**config.mk**
```make
export PLATFORM = sky130hd
export DESIGN_NAME = srdp_fifo
export DESIGN_NICKNAME = d
export VERILOG_FILES = /design/src/hdl/srdp_pkg.sv /design/src/hdl/srdp_fifo.sv
export SDC_FILE = /design/constraint.sdc
export NUM_CORES = 1
export LEC_CHECK = 0
export BUFFER_PORTS_ARGS = -buffer_cell sky130_fd_sc_hd__clkbuf_2
export CAP_MARGIN = 10
export CORE_ASPECT_RATIO = 0.6
export CORE_MARGIN = 1
export CORE_UTILIZATION = 30
export CTS_BUF_LIST = sky130_fd_sc_hd__clkbuf_8
export DETAILED_ROUTE_END_ITERATION = 12
export GPL_ROUTABILITY_DRIVEN = 0
export GPL_TIMING_DRIVEN = 1
export PLACE_DENSITY = 0.55
export SETUP_SLACK_MARGIN = 0.05
export SLEW_MARGIN = 0
export SYNTH_ARGS = -nofsm -noshare
export SYNTH_HDL_FRONTEND = slang
export SYNTH_SLANG_ARGS = --single-unit
```
**constraint.sdc**
```tcl
create_clock -name clk -period 2.5 [get_ports clk]
set_clock_uncertainty 0.2 [all_clocks]
set_input_delay 0.125 -clock clk [delete_from_list [all_inputs] [get_ports clk]]
set_output_delay 0.125 -clock clk [all_outputs]
set_load 0.03 [all_outputs]
```
**src/hdl/srdp_pkg.sv**
```systemverilog
// Shared types and constants for the sparse row dot product block.
`timescale 1ns / 1ps

package srdp_pkg;

    localparam int COL_W  = 10;
    localparam int VAL_W  = 32;
    localparam int ROW_W  = 16;
    localparam int SUM_W  = 48;
    localparam int PROD_W = 64;
    localparam int FRAC_W = 16;

    // The column and row residues are reduced in two halves, one in the front
    // and one in the back; these are the bit positions where they split.
    localparam int COL_SPLIT = 5;
    localparam int ROW_SPLIT = 8;

    localparam int QUEUE_DEPTH = 4;
    localparam int PTR_W       = $clog2(QUEUE_DEPTH);

    localparam logic signed [SUM_W-1:0] ACC_MAX = {1'b0, {(SUM_W-1){1'b1}}};
    localparam logic signed [SUM_W-1:0] ACC_MIN = {1'b1, {(SUM_W-1){1'b0}}};

    typedef enum logic [1:0] {
        REQ_LOAD    = 2'd0,
        REQ_NONZERO = 2'd1,
        REQ_EMPTY   = 2'd2
    } srdp_kind_t;

    typedef struct packed {
        srdp_kind_t               kind;
        logic [COL_W-1:0]         col;
        logic signed [VAL_W-1:0]  value;
        logic [ROW_W-1:0]         row;
        logic                     last;
    } srdp_item_t;

endpackage

```
**src/hdl/srdp_fifo.sv**
```systemverilog
// Short register queue between the front end and the back end.
`timescale 1ns / 1ps

module srdp_fifo (
    input  logic                 clk,
    input  logic                 rst_n,
    input  logic                 push,
    input  srdp_pkg::srdp_item_t push_item,
    output logic                 full,
    input  logic                 pop,
    output logic                 head_valid,
    output srdp_pkg::srdp_item_t head_item
);
    import srdp_pkg::*;

    srdp_item_t         entry_reg [QUEUE_DEPTH];
    logic [PTR_W-1:0]   wr_ptr_reg;
    logic [PTR_W-1:0]   rd_ptr_reg;
    logic [PTR_W:0]     count_reg;
    logic [PTR_W:0]     count_next;

    assign full       = (count_reg == (PTR_W+1)'(QUEUE_DEPTH));
    assign head_valid = (count_reg != '0);
    assign head_item  = entry_reg[rd_ptr_reg];

    always_comb
    begin
        count_next = count_reg;
        if (push && !pop)
        begin
            count_next = count_reg + 1'b1;
        end
        else if (pop && !push)
        begin
            count_next = count_reg - 1'b1;
        end
    end

    always_ff @(posedge clk or negedge rst_n)
    begin
        if (!rst_n)
        begin
            wr_ptr_reg <= '0;
            rd_ptr_reg <= '0;
            count_reg  <= '0;
        end
        else
        begin
            if (push)
            begin
                wr_ptr_reg <= wr_ptr_reg + 1'b1;
            end
            if (pop)
            begin
                rd_ptr_reg <= rd_ptr_reg + 1'b1;
            end
            count_reg <= count_next;
        end
    end

    always_ff @(posedge clk)
    begin
        if (push)
        begin
            entry_reg[wr_ptr_reg] <= push_item;
        end
    end

endmodule

```
==> flow_summary.ini <==
[clock_network]
cts_htree_levels = 2
numCtsBuffers = 39
clk-insertion-delay-late_ps = 540
cts-root-buf = clkbuf_8
clock_path_buffers = 3
cts_sinks = 251
cts_tree = done
cts.clk_slew.worst_paths_ps = 70

[route]
drt-total-wl_mm = 19.6
ant_nets = 0
avgViaCountPerCell = 4.39
via_count = 4534
drt_iter0_markers = 249
wl_per_cell_um = 19.0
drt-pass1-iter-count = 4
drc_errors = 0

[grt]
antenna_found_initial = 1
grt_max_degree = 28
grt_overflow = 0
grt_pass1_vias = 4936
grt_usage_pct = 12.5
grt_pass1_wl_mm = 29.5

[synth]
syn-instance-count = 353
synth_top_cell_by_area = edfxtp_1
synth_top_family_by_area = multiplexers
ys_types = 19
yosys.area_share.simple_pct = 0.540
yosysSeqAreaShare_pct = 80.9
yosys.area.top_type_share_pct = 79.0
synth-adder-area-share_pct = 0.891
synth_area_per_cell_um2 = 26.3
synth-xor-area-share_pct = 0.567
synthTopCellsByArea = edfxtp_1, mux4_2, dfrtp_1
synth_compound_area_share_pct = 0.0540
ys_ff_latch = 251
mappedNetlistNets = 424
ys_warn_count = 0
netlist_area_um2 = 9270
synthMuxAreaShare_pct = 15.1

[status]
status = complete, no violations

[power]
p_seq_share_pct = 40.2
leakagePower_nw = 4.22
power.switching_mw = 4.98
p_total_mw = 14.3
combPwrFrac_pct = 36.2
p_sw_share_pct = 34.7
power_density_nw_per_um2 = 1190
p_int_mw = 9.36
clkPwrFrac_pct = 23.5
vdd_ir_drop_max_mv = 0.782

[worst_setup_path]
critPathLaunch = rd_ptr_reg[0]
critPathCaptureType = output pin
required_ps = 2170
regToRegStartpoint = wr_ptr_reg[0]
path_max_fanout = 10
path_class = reg -> out
critPathLaunchType = flip-flop
worst-endpoint-arrival_ps = 2060

[layout]
largest_register_ffs = 244
drive_gt1_share_pct = 42.1
layout_commonest_cell = edfxtp_1
postLayoutCoreUtil_pct = 39.8
multiInputGateArea_um2 = 1590
regArea_um2 = 7510
nets = 665
synthToLayoutAreaGrowth_pct = 29.6
fillCellCount = 2720
layout_common_cells = edfxtp_1, clkbuf_2, dlygate4sd3_1

[die]
core_area_um2 = 30200
dieWidth_um = 229
ios = 128
rows = 49
die_h_um = 138
start_util_pct = 30.7
die-area_um2 = 31600

[sta]
slew_headroom_pct = 67.8
drv_slew = 0
rsz0062_at_grt = yes
max_freq_mhz = 420
timing.final.crit_share_pct = 95.3
worst_pin_slew_ps = 483
min_period_ps = 2380
setup_viol = 0
whs_ps = 139
hold_viol = 0

[placed_design]
hpwlAfterDp_mm = 11.4
portBuffers = 127

[worst_hold_path]
hold_class = in -> reg
holdCritStartpoint = push_item[8]

[flow_run]
drv_cap = 0
-- per-layer routing --
| layer | global-route usage (%) | share of wire, % | routed length (um) | vias to the layer above |
|---|---|---|---|---|
| li1 | - | - | - | 2004 |
| met1 | 17.4 | 47 | 9230 | 2377 |
| met2 | 19.2 | 46 | 9000 | 116 |
| met3 | 3.53 | 5.2 | 1020 | 37 |
| met4 | 3.93 | 1.8 | 354 | 0 |
| met5 | 0 | 0 | 0 | - |
-- area by class of cell --
class | count | share of cell area, %
well taps | 408 | 4.25
repair buffers | 214 | 13.5
clock buffers | 40 | 4.58
inverters | 4 | 0.125
diodes | 1 | 0.0208
flip-flops and latches | 251 | 62.5
multi-input cells | 84 | 13.3
clock inverters | 30 | 1.71
-- final timing paths --
kind | to | slack, ps | depth (start not counted)
setup reg to reg | entry_reg[2][53] | 560 | 4
max in group asynchronous | rd_ptr_reg[0] | 1370 | 3
min in group asynchronous | rd_ptr_reg[1] | 410 | 3
hold / removal | entry_reg[0][8] | 140 | 2
setup / recovery | head_item[7] | 120 | 4
hold reg to reg | count_reg[2] | 300 | 1
-- worst max-delay path, cell delays in order, from the launching register on --
cell      delay [ps]
dfrtp_4          460
buf_4            140
buf_16           150
mux4_2           560
clkbuf_4         210
-- power groups by stage --
stage	Combinational, mW	Clock [mW]	Sequential [mW]
finish	5.20	3.37	5.77
global route	5.52	3.68	5.84
CTS	5.13	3.53	5.80
detailed placement	4.86	0	5.91
global placement	4.80	0	5.86
floorplan	3.65	0	5.73
-- Yosys cell counts --
cell and number:
mux4_2 58, xnor2_1 2, ha_1 5, buf_6 1
mux4_1 3, xor2_1 4, and2_1 4, fa_1 1
buf_2 7, or3_1 1, nand2_1 2, inv_1 4
mux2_2 1, nor2_1 1, nor3b_1 1, dfrtp_1 7
o21ai_0 1, edfxtp_1 244, buf_12 6
-- metrics by stage --
stage / area (um^2) / instances / worst slack (ps) / setup TNS, ps
detailed placement: 10500 / 889 / 453 / 0
global placement: 10500 / 889 / 497 / 0
global route: 12000 / 1032 / 43.9 / 0
CTS: 11900 / 1026 / -46.0 / -608
floorplan: 9280 / 353 / 482 / 0
finish: 12000 / 1032 / 118 / 0
-- kinds of logic after synthesis --
family	Yosys count
AOI/OAI and AO/OA	1
xor gates and xnor gates	6
adders and majority gates	6
buffers and inverters	18
DFF	251
muxes	62
and+or+nand+nor	9
-- timing repair --
action | in CTS | in global routing
gates cloned | 1 | 2
hold endpoints to repair | 258 | 0
hold buffers | 65 | 0
buffers inserted | 1 | 3
setup endpoints to repair | 59 | 51
resized for setup | 6 | 4
Power figures use the tool's default switching activity.
